## config.mk

```make
export PLATFORM = sky130hd
export DESIGN_NAME = morse_keyer_core
export DESIGN_NICKNAME = d
export VERILOG_FILES = /design/src/rtl/core/mk_pkg.sv /design/src/rtl/core/mk_front.sv /design/src/rtl/core/mk_queue.sv /design/src/rtl/core/mk_back.sv /design/src/rtl/core/morse_keyer_core.sv
export VERILOG_INCLUDE_DIRS = /design/src /design/src/rtl/core
export SDC_FILE = /design/constraint.sdc
export NUM_CORES = 1
export LEC_CHECK = 0
export ABC_AREA = 1
export BUFFER_PORTS_ARGS = -buffer_cell sky130_fd_sc_hd__buf_4
export CAP_MARGIN = 30
export CORE_MARGIN = 4
export CORE_UTILIZATION = 41
export CTS_CLUSTER_DIAMETER = 50
export DETAILED_ROUTE_END_ITERATION = 12
export PLACE_DENSITY_LB_ADDON = 0.12
export SLEW_MARGIN = 20
export SYNTH_ARGS = -nofsm -noshare
export SYNTH_HDL_FRONTEND = slang
export SYNTH_HIERARCHICAL = 1
export SYNTH_SLANG_ARGS = --single-unit
```

## constraint.sdc

```tcl
create_clock -name i_clk -period 2.4 [get_ports i_clk]
set_clock_uncertainty 0.15 [all_clocks]
set_input_delay 0.12 -clock i_clk [delete_from_list [all_inputs] [get_ports i_clk]]
set_output_delay 0.12 -clock i_clk [all_outputs]
set_load 0.1 [all_outputs]
```

## src/rtl/core/morse_keyer_core_assert.svh

```systemverilog
// Assertion macros for the keyer core, included by mk_back.
`ifndef MORSE_KEYER_CORE_ASSERT_SVH
`define MORSE_KEYER_CORE_ASSERT_SVH

// Check that the consequent holds in the same cycle as the antecedent.
`define MK_ASSERT_NOW(label, ante, cons, msg) \
    label: assert property (@(posedge i_clk) disable iff (!i_rst_n) \
        (ante) |-> (cons)) else $error(msg);

// Check that the consequent holds in the cycle after the antecedent.
`define MK_ASSERT_NEXT(label, ante, cons, msg) \
    label: assert property (@(posedge i_clk) disable iff (!i_rst_n) \
        (ante) |=> (cons)) else $error(msg);

`endif

```

## src/rtl/core/mk_pkg.sv

```systemverilog
package mk_pkg;

    // Width of every timing register and of an interval duration
    localparam int DUR_W    = 6;
    localparam int CHAR_W   = 8;
    localparam int MAX_ELEM = 5;
    localparam int ELEM_W   = 3;
    // Interval index within a run: up to two per element plus the closing gap
    localparam int IDX_W    = 4;

    // Descriptor queue between front and back (power of two, pointers wrap)
    localparam int QDEPTH   = 2;
    localparam int QPTR_W   = $clog2(QDEPTH);

    // Configuration register indexes
    localparam int REG_IDX_W = 3;
    typedef enum logic [REG_IDX_W-1:0] {
        REG_DOT_ON   = 3'd0,
        REG_DASH_ON  = 3'd1,
        REG_ELEM_GAP = 3'd2,
        REG_CHAR_GAP = 3'd3,
        REG_WORD_GAP = 3'd4
    } t_reg_idx;

    // Reset values of the timing registers
    localparam logic [DUR_W-1:0] RST_DOT_ON   = 6'd3;
    localparam logic [DUR_W-1:0] RST_DASH_ON  = 6'd9;
    localparam logic [DUR_W-1:0] RST_ELEM_GAP = 6'd1;
    localparam logic [DUR_W-1:0] RST_CHAR_GAP = 6'd3;
    localparam logic [DUR_W-1:0] RST_WORD_GAP = 6'd7;

    // Character codes of interest
    localparam logic [CHAR_W-1:0] CHAR_SPACE = 8'h20;
    localparam logic [CHAR_W-1:0] CHAR_ZERO  = 8'h30;
    localparam logic [CHAR_W-1:0] CHAR_NINE  = 8'h39;
    localparam logic [CHAR_W-1:0] CHAR_UP_A  = 8'h41;
    localparam logic [CHAR_W-1:0] CHAR_UP_Z  = 8'h5A;
    localparam logic [CHAR_W-1:0] CHAR_LO_A  = 8'h61;
    localparam logic [CHAR_W-1:0] CHAR_LO_Z  = 8'h7A;

    // Classified character: element count and pattern, bit i set for a dash
    typedef struct packed {
        logic                is_space;
        logic [ELEM_W-1:0]   n_elem;
        logic [MAX_ELEM-1:0] pattern;
    } t_desc;

    // Live timing register set
    typedef struct packed {
        logic [DUR_W-1:0] dot_on;
        logic [DUR_W-1:0] dash_on;
        logic [DUR_W-1:0] elem_gap;
        logic [DUR_W-1:0] char_gap;
        logic [DUR_W-1:0] word_gap;
    } t_timing;

    // Letter symbols A..Z, first element in bit 0
    localparam logic [MAX_ELEM-1:0] LETTER_PAT [26] = '{
        5'b00010, 5'b00001, 5'b00101, 5'b00001, 5'b00000, 5'b00100,
        5'b00011, 5'b00000, 5'b00000, 5'b01110, 5'b00101, 5'b00010,
        5'b00011, 5'b00001, 5'b00111, 5'b00110, 5'b01011, 5'b00010,
        5'b00000, 5'b00001, 5'b00100, 5'b01000, 5'b00110, 5'b01001,
        5'b01101, 5'b00011
    };
    localparam logic [ELEM_W-1:0] LETTER_LEN [26] = '{
        3'd2, 3'd4, 3'd4, 3'd3, 3'd1, 3'd4, 3'd3, 3'd4, 3'd2, 3'd4,
        3'd3, 3'd4, 3'd2, 3'd2, 3'd3, 3'd4, 3'd4, 3'd3, 3'd3, 3'd1,
        3'd3, 3'd4, 3'd3, 3'd4, 3'd4, 3'd4
    };
    // Digit symbols 0..9, all five elements long
    localparam logic [MAX_ELEM-1:0] DIGIT_PAT [10] = '{
        5'b11111, 5'b11110, 5'b11100, 5'b11000, 5'b10000,
        5'b00000, 5'b00001, 5'b00011, 5'b00111, 5'b01111
    };

    // Map a character code to its descriptor; unknown codes get no elements
    function automatic t_desc mk_classify(input logic [CHAR_W-1:0] c);
        t_desc      d;
        logic [4:0] li;
        logic [3:0] di;
        d  = '0;
        li = '0;
        di = '0;
        if (c == CHAR_SPACE) begin
            d.is_space = 1'b1;
        end else if (c >= CHAR_UP_A && c <= CHAR_UP_Z) begin
            li        = 5'(c - CHAR_UP_A);
            d.n_elem  = LETTER_LEN[li];
            d.pattern = LETTER_PAT[li];
        end else if (c >= CHAR_LO_A && c <= CHAR_LO_Z) begin
            li        = 5'(c - CHAR_LO_A);
            d.n_elem  = LETTER_LEN[li];
            d.pattern = LETTER_PAT[li];
        end else if (c >= CHAR_ZERO && c <= CHAR_NINE) begin
            di        = 4'(c - CHAR_ZERO);
            d.n_elem  = ELEM_W'(MAX_ELEM);
            d.pattern = DIGIT_PAT[di];
        end
        return d;
    endfunction

endpackage

```

## src/rtl/core/mk_front.sv

```systemverilog
module mk_front (
    input  logic                       i_clk,
    input  logic                       i_rst_n,
    input  logic                       push,
    output logic                       full,
    input  logic [mk_pkg::CHAR_W-1:0]  i_char_code,
    input  logic                       i_q_full,
    output logic                       o_q_push,
    output mk_pkg::t_desc              o_q_desc
);
    import mk_pkg::*;

    logic  r_valid;
    t_desc r_desc;
    logic  accept;

    // Stall the input only while the stage holds a word the queue cannot take
    assign full     = r_valid && i_q_full;
    assign accept   = push && !full;
    assign o_q_push = r_valid && !i_q_full;
    assign o_q_desc = r_desc;

    // Classify each accepted character and hold it until the queue takes it
    always_ff @(posedge i_clk) begin
        if (!i_rst_n) begin
            r_valid <= 1'b0;
        end else if (accept) begin
            r_valid <= 1'b1;
        end else if (o_q_push) begin
            r_valid <= 1'b0;
        end
    end

    always_ff @(posedge i_clk) begin
        if (accept) begin
            r_desc <= mk_classify(i_char_code);
        end
    end

endmodule

```

## src/rtl/core/mk_queue.sv

```systemverilog
module mk_queue (
    input  logic          i_clk,
    input  logic          i_rst_n,
    input  logic          i_push,
    input  mk_pkg::t_desc i_wdata,
    output logic          o_full,
    input  logic          i_pop,
    output logic          o_valid,
    output mk_pkg::t_desc o_rdata
);
    import mk_pkg::*;

    t_desc             r_mem [QDEPTH];
    logic [QPTR_W-1:0] r_wptr;
    logic [QPTR_W-1:0] r_rptr;
    logic [QPTR_W:0]   r_count;
    logic              do_push;
    logic              do_pop;

    assign o_full  = (r_count == (QPTR_W+1)'(QDEPTH));
    assign o_valid = (r_count != '0);
    assign o_rdata = r_mem[r_rptr];
    assign do_push = i_push && !o_full;
    assign do_pop  = i_pop && o_valid;

    // Advance pointers and fill count
    always_ff @(posedge i_clk) begin
        if (!i_rst_n) begin
            r_wptr  <= '0;
            r_rptr  <= '0;
            r_count <= '0;
        end else begin
            if (do_push) begin
                r_wptr <= r_wptr + 1'b1;
            end
            if (do_pop) begin
                r_rptr <= r_rptr + 1'b1;
            end
            case ({do_push, do_pop})
                2'b10:   r_count <= r_count + 1'b1;
                2'b01:   r_count <= r_count - 1'b1;
                default: r_count <= r_count;
            endcase
        end
    end

    // Store the incoming word
    always_ff @(posedge i_clk) begin
        if (do_push) begin
            r_mem[r_wptr] <= i_wdata;
        end
    end

endmodule

```

## src/rtl/core/mk_back.sv

```systemverilog
`include "morse_keyer_core_assert.svh"

module mk_back (
    input  logic                      i_clk,
    input  logic                      i_rst_n,
    input  mk_pkg::t_timing           i_timing,
    input  logic                      i_q_valid,
    input  mk_pkg::t_desc             i_q_desc,
    output logic                      o_q_pop,
    output logic                      empty,
    input  logic                      pop,
    output logic                      o_lamp_on,
    output logic [mk_pkg::DUR_W-1:0]  o_duration_units,
    output logic                      o_last_of_run
);
    import mk_pkg::*;

    logic             r_busy;
    t_desc            r_desc;
    logic [IDX_W-1:0] r_idx;
    logic             r_out_valid;
    logic             r_lamp;
    logic [DUR_W-1:0] r_dur;
    logic             r_last;

    logic             advance;
    logic             cur_valid;
    t_desc            cur_desc;
    logic [IDX_W-1:0] cur_idx;
    logic [IDX_W-1:0] end_idx;
    logic [7:0]       pat8;
    logic             cur_last;
    logic             cur_lamp;
    logic             cur_dash;
    logic [DUR_W-1:0] cur_dur;
    logic             emit;

    // Work on the held run, or start straight from the queue head
    assign advance   = !r_out_valid || pop;
    assign cur_valid = r_busy || i_q_valid;
    assign cur_desc  = r_busy ? r_desc : i_q_desc;
    assign cur_idx   = r_busy ? r_idx : '0;
    assign end_idx   = {cur_desc.n_elem, 1'b0};
    assign pat8      = {{(8-MAX_ELEM){1'b0}}, cur_desc.pattern};
    assign emit      = advance && cur_valid;
    assign o_q_pop   = advance && !r_busy && i_q_valid;

    // Select the interval: lit element, element gap, then closing gap
    always_comb begin
        cur_last = cur_desc.is_space || (cur_idx == end_idx);
        cur_lamp = !cur_last && !cur_idx[0];
        cur_dash = pat8[cur_idx[IDX_W-1:1]];
        if (cur_desc.is_space) begin
            cur_dur = i_timing.word_gap;
        end else if (cur_last) begin
            cur_dur = i_timing.char_gap;
        end else if (!cur_lamp) begin
            cur_dur = i_timing.elem_gap;
        end else if (cur_dash) begin
            cur_dur = i_timing.dash_on;
        end else begin
            cur_dur = i_timing.dot_on;
        end
    end

    // Step through the run and keep the output register full
    always_ff @(posedge i_clk) begin
        if (!i_rst_n) begin
            r_busy      <= 1'b0;
            r_out_valid <= 1'b0;
        end else begin
            if (emit) begin
                r_out_valid <= 1'b1;
                if (cur_last) begin
                    r_busy <= 1'b0;
                end else begin
                    r_busy <= 1'b1;
                end
            end else if (advance) begin
                r_out_valid <= 1'b0;
            end
        end
    end

    // Hold the run descriptor, index and the waiting interval
    always_ff @(posedge i_clk) begin
        if (emit) begin
            r_desc <= cur_desc;
            r_idx  <= cur_idx + 1'b1;
            r_lamp <= cur_lamp;
            r_dur  <= cur_dur;
            r_last <= cur_last;
        end
    end

    assign empty            = !r_out_valid;
    assign o_lamp_on        = r_lamp;
    assign o_duration_units = r_dur;
    assign o_last_of_run    = r_last;

    `MK_ASSERT_NOW(a_busy_not_space, r_busy, !r_desc.is_space, "space run left busy")
    `MK_ASSERT_NOW(a_idx_in_run, r_busy, (r_idx != '0) && (r_idx <= {r_desc.n_elem, 1'b0}), "run index out of range")
    `MK_ASSERT_NOW(a_last_is_dark, r_out_valid && r_last, !r_lamp, "final interval lit")
    `MK_ASSERT_NEXT(a_pop_only_idle, o_q_pop && !cur_last, r_busy, "new run not held")

endmodule

```

## src/rtl/core/morse_keyer_core.sv

```systemverilog
// The first interval of a character passes the front stage, the queue and the mk_back output
// register on its way to the result ports. A character gives 2*n+1 intervals for n Morse elements
// (1 to 5), one interval per cycle while pop stays high; the interval sequencer in mk_back sets this.
// Characters behind the running one wait in a front stage and a 2-word queue.
// Reset (synchronous, active low) empties all stages and loads the default timings.
module morse_keyer_core (
    input  logic                          i_clk,
    input  logic                          i_rst_n,
    input  logic                          push,
    output logic                          full,
    input  logic [mk_pkg::CHAR_W-1:0]     i_char_code,
    output logic                          empty,
    input  logic                          pop,
    output logic                          o_lamp_on,
    output logic [mk_pkg::DUR_W-1:0]      o_duration_units,
    output logic                          o_last_of_run,
    input  logic                          i_cfg_we,
    input  logic [mk_pkg::REG_IDX_W-1:0]  i_cfg_idx,
    input  logic [mk_pkg::DUR_W-1:0]      i_cfg_wdata
);
    import mk_pkg::*;

    t_timing r_timing;
    logic    q_full;
    logic    q_push;
    t_desc   q_wdata;
    logic    q_pop;
    logic    q_valid;
    t_desc   q_rdata;

    // Write timing registers; drop writes to unknown indexes
    always_ff @(posedge i_clk) begin
        if (!i_rst_n) begin
            r_timing.dot_on   <= RST_DOT_ON;
            r_timing.dash_on  <= RST_DASH_ON;
            r_timing.elem_gap <= RST_ELEM_GAP;
            r_timing.char_gap <= RST_CHAR_GAP;
            r_timing.word_gap <= RST_WORD_GAP;
        end else if (i_cfg_we) begin
            case (i_cfg_idx)
                REG_DOT_ON:   r_timing.dot_on   <= i_cfg_wdata;
                REG_DASH_ON:  r_timing.dash_on  <= i_cfg_wdata;
                REG_ELEM_GAP: r_timing.elem_gap <= i_cfg_wdata;
                REG_CHAR_GAP: r_timing.char_gap <= i_cfg_wdata;
                REG_WORD_GAP: r_timing.word_gap <= i_cfg_wdata;
                default:      r_timing          <= r_timing;
            endcase
        end
    end

    mk_front u_front (
        .i_clk       (i_clk),
        .i_rst_n     (i_rst_n),
        .push        (push),
        .full        (full),
        .i_char_code (i_char_code),
        .i_q_full    (q_full),
        .o_q_push    (q_push),
        .o_q_desc    (q_wdata)
    );

    mk_queue u_queue (
        .i_clk   (i_clk),
        .i_rst_n (i_rst_n),
        .i_push  (q_push),
        .i_wdata (q_wdata),
        .o_full  (q_full),
        .i_pop   (q_pop),
        .o_valid (q_valid),
        .o_rdata (q_rdata)
    );

    mk_back u_back (
        .i_clk            (i_clk),
        .i_rst_n          (i_rst_n),
        .i_timing         (r_timing),
        .i_q_valid        (q_valid),
        .i_q_desc         (q_rdata),
        .o_q_pop          (q_pop),
        .empty            (empty),
        .pop              (pop),
        .o_lamp_on        (o_lamp_on),
        .o_duration_units (o_duration_units),
        .o_last_of_run    (o_last_of_run)
    );

endmodule
```

==> run summary <==
========================================================================================================
Outcome                                                                                     finished, final reports clean
Inserted Clock Buffers                                                                                 9
Total die area                                                                               13,100 um^2
Cells along the critical path                                                               inv_2 -> nand2_2 -> nand2_2 -> nand2_1 -> nand3_2 -> nand2_4 -> inv_2 -> nand2_1 -> nand2_1 -> nand2_1 -> nand2_1 -> nand2_1 -> nand2_1
Post-synthesis area per instance                                                               7.96 um^2
Clock latency on the worst-skew pair                                                              330 ps
DRC violation total after the first TritonRoute iteration                                            267
Root Buffer                                                                                 sky130_fd_sc_hd__clkbuf_16
Smallest hold slack                                                                              33.0 ps
Time the worst path needs with I/O delays and setup                                              2120 ps
Fraction of the yosys area taken by sequential cells                                               0.473
Fin area                                                                                       5390 um^2
Number of buffers inserted by port buffering                                                          31
P&R area growth vs syn                                                                             15.8%
Critical Path Source Type                                                                           flop
Setup repair after global routing missed its margin                                                false
Number of stages on the worst hold path                                                                5
Vias after detailed routing                                                                        3,673
Share of cells above drive strength 1                                                              0.180
Synth unique cells                                                                                    41
Seq cells post-synth                                                                                  86
Cell mode on critical path                                                                  sky130_fd_sc_hd__nand2_1
Routed WL per cell                                                                               13.0 um
Number of cells on the worst reg-to-reg path                                                          13
CTS tree                                                                                            done
Post-detailed-route DRC marker count                                                                   0
Non-filler cells, final                                                                              774
Post-synthesis net count                                                                             615
Crit end category                                                                                   flop
Critical path peak fanout                                                                             11
Number of enable-type register cells in the synthesized netlist                                       48
DP Area                                                                                        5030 um^2
Achievable clock frequency                                                                     0.471 GHz
Initial Utilization                                                                                0.424
# H-tree levels                                                                                        3
Final setup vio count                                                                                  0
Post-place setup slack                                                                            233 ps
Boundary Pins                                                                                         32
Kind of critical path                                                                       flop to flop
Max transition margin                                                                              0.652
Number of search-and-repair iterations in the first detailed-routing pass                              4
Number of sinks driven by the clock tree                                                              86
Global route overflow                                                                                  0
Post-Synthesis Cell Area                                                                       4660 um^2
Final #Nets                                                                                          659
Minimum setup slack in the final design                                                           276 ps
Number of global-route vias before repair                                                          3,554
Sum of negative setup slack                                                                         0 ps
Crit path DAT                                                                                    2060 ps
Antenna violations before repair                                                                       0
Die X                                                                                             115 um
DPL Wire Length                                                                                  7670 um
Endpoint with the worst hold slack                                                           r_timing[4]
Final design utilization                                                                           0.491
Synth Instances                                                                                      585
First-pass GRT wire length                                                                     17,000 um
Post-CTS clock slew at the launch and capture registers of the worst setup and hold paths          60 ps
Final Hold Fails                                                                                       0
Peak supply drop                                                                                0.490 mV
Routed wire length                                                                             10,100 um
Overall power of the completed layout                                                            4.37 mW
Async set or reset register ratio after synthesis                                                      0
Detail-routed via count per cell                                                                    4.75
FF-to-FF End                                                                                u_back/o_duration_units[1]
Cell area power density                                                                      810 nW/um^2
Number of instances resized during post-cts repair                                                     0
Ratio of final minimum period to clock period                                                      0.885
Placeable core area                                                                          11,000 um^2
CP Data Required Time                                                                            2340 ps
Maximum number of pins on one net before global-route repair                                          38
Clock Path Buffers                                                                                     2
RR Startpoint                                                                               u_back/r_busy
Maximum cell stage delay along the critical path                                                  590 ps
Most frequently used flop master after synthesis                                            sky130_fd_sc_hd__edfxtp_1
Num rows                                                                                              38
Critical-path cell with the highest stage delay                                             sky130_fd_sc_hd__dfxtp_1
GRT Total Usage                                                                                    0.163
Startpoint of the lowest-slack hold path                                                    i_cfg_wdata[4]
Antenna fix cells                                                                                      0
Final-report max-slew violation count                                                                  0
Final ANT Viol Nets                                                                                    0
Die height                                                                                        115 um
Post-Place Cells                                                                                     752
Type of the worst min-delay path                                                            input pin to flop
Max-capacitance violation count                                                                        0
Minimum setup slack among reg-to-reg paths                                                        280 ps
Count of warnings emitted by yosys                                                                     6
Pin slew with the least headroom to its limit                                                     520 ps
Placer's final routability congestion estimate                                                     0.884
Static leakage                                                                                   2.46 nW
========================================================================================================
layout make-up:
| cell class | count | area (um^2) |
|---|---|---|
| inverter | 64 | 240 |
| clock buffer | 10 | 229 |
| clock inverter | 6 | 75.1 |
| timing repair buffer | 47 | 368 |
| fill | 1102 | 5590 |
| sequential | 86 | 2200 |
| tap | 140 | 175 |
| multi-input combinational | 421 | 2100 |
registers in the layout, summed over array words and instances (netlist names), named ones only:
signal	flops
u_queue/r_count	2
u_front/r_valid	1
u_back/r_out_valid	1
u_front/o_q_desc	9
u_queue/r_mem	18
u_back/r_idx	4
u_back/o_lamp_on	1
u_queue/r_rptr	1
u_back/o_last_of_run	1
u_back/r_busy	1
r_timing	30
u_back/o_duration_units	6
u_queue/r_wptr	1
u_back/r_desc	9
power breakdown:
group	total [mW]	internal (mW)	switching, mW	leakage, nW
logic	1.14	0.323	0.820	1.55
clock network	1.40	0.825	0.578	0.146
registers	1.82	1.75	0.0716	0.766
Yosys cell counts, types with 8 or more instances:
cell / n / area share
sky130_fd_sc_hd__ha_1: 8 / 0.021
sky130_fd_sc_hd__nand2_1: 171 / 0.14
sky130_fd_sc_hd__a21oi_1: 9 / 0.0097
sky130_fd_sc_hd__nand3_1: 56 / 0.060
sky130_fd_sc_hd__edfxtp_1: 48 / 0.31
sky130_fd_sc_hd__o21ai_0: 12 / 0.013
sky130_fd_sc_hd__inv_1: 51 / 0.041
sky130_fd_sc_hd__mux2_1: 9 / 0.022
sky130_fd_sc_hd__nor2_1: 89 / 0.072
sky130_fd_sc_hd__dfxtp_1: 38 / 0.16
sky130_fd_sc_hd__nand2_2: 14 / 0.019
sky130_fd_sc_hd__inv_2: 13 / 0.010
critical path: cells and delay by family (launching register included):
| family | cells | cell delay, ps |
|---|---|---|
| buffers and inverters | 2 | 300 |
| flip-flops | 1 | 590 |
| AND/OR/NAND/NOR | 11 | 840 |
what timing repair did:
item	in CTS	in global routing
hold buffers	6	0
setup buffers	0	0
endpoints found under the hold margin	12	0
layout by cell type, fill, tap and decap left out, types with 2 or more instances in the layout:
master / n
sky130_fd_sc_hd__nand3_2: 5
sky130_fd_sc_hd__nand2_1: 171
sky130_fd_sc_hd__nand3_1: 56
sky130_fd_sc_hd__nand2_4: 4
sky130_fd_sc_hd__inv_6: 3
sky130_fd_sc_hd__inv_1: 51
sky130_fd_sc_hd__nand4_1: 3
sky130_fd_sc_hd__xor2_1: 2
sky130_fd_sc_hd__nor2_4: 5
sky130_fd_sc_hd__buf_4: 41
sky130_fd_sc_hd__o21ai_1: 3
sky130_fd_sc_hd__clkbuf_16: 9
sky130_fd_sc_hd__nor2_1: 89
sky130_fd_sc_hd__o211ai_1: 2
sky130_fd_sc_hd__mux2_1: 9
sky130_fd_sc_hd__nand3b_1: 2
sky130_fd_sc_hd__and2_1: 2
sky130_fd_sc_hd__ha_1: 8
sky130_fd_sc_hd__a21oi_1: 8
sky130_fd_sc_hd__o21ai_0: 12
sky130_fd_sc_hd__edfxtp_1: 48
sky130_fd_sc_hd__nand2_2: 14
sky130_fd_sc_hd__nor3_1: 2
sky130_fd_sc_hd__dlygate4sd3_1: 6
sky130_fd_sc_hd__inv_2: 13
sky130_fd_sc_hd__a21oi_2: 4
sky130_fd_sc_hd__nor2_2: 7
sky130_fd_sc_hd__or2_1: 2
sky130_fd_sc_hd__dfxtp_1: 38
worst max path at each step:
stage,from,end,cells past startpoint
final,u_back/r_busy,u_back/o_duration_units[1],13
after global routing,u_queue/r_count[0],u_queue/r_count[1],11
after CTS,u_back/r_busy,u_back/o_duration_units[1],13
after detailed placement,i_char_code[1],u_front/o_q_desc[3],12
after global placement,i_char_code[1],u_front/o_q_desc[3],12
after floorplan,u_back/r_out_valid,u_back/o_duration_units[0],3
kinds of logic after synthesis:
kind of cell,share of synthesized area
AND/OR/NAND/NOR,0.356
AO/OA/AOI/OAI,0.0481
multiplexers,0.0218
buffers and inverters,0.0760
XOR/XNOR,0.00376
adder cells (fa/ha/maj),0.0215
flip-flops,0.473
per-layer routing:
layer	global-route usage	vias up	routed length (um)
met5	0	-	0
met4	0.0451	0	68
met3	0.0307	6	318
met2	0.267	54	4770
met1	0.220	1655	4910
li1	-	1958	-
Power figures use the tool's default switching activity.
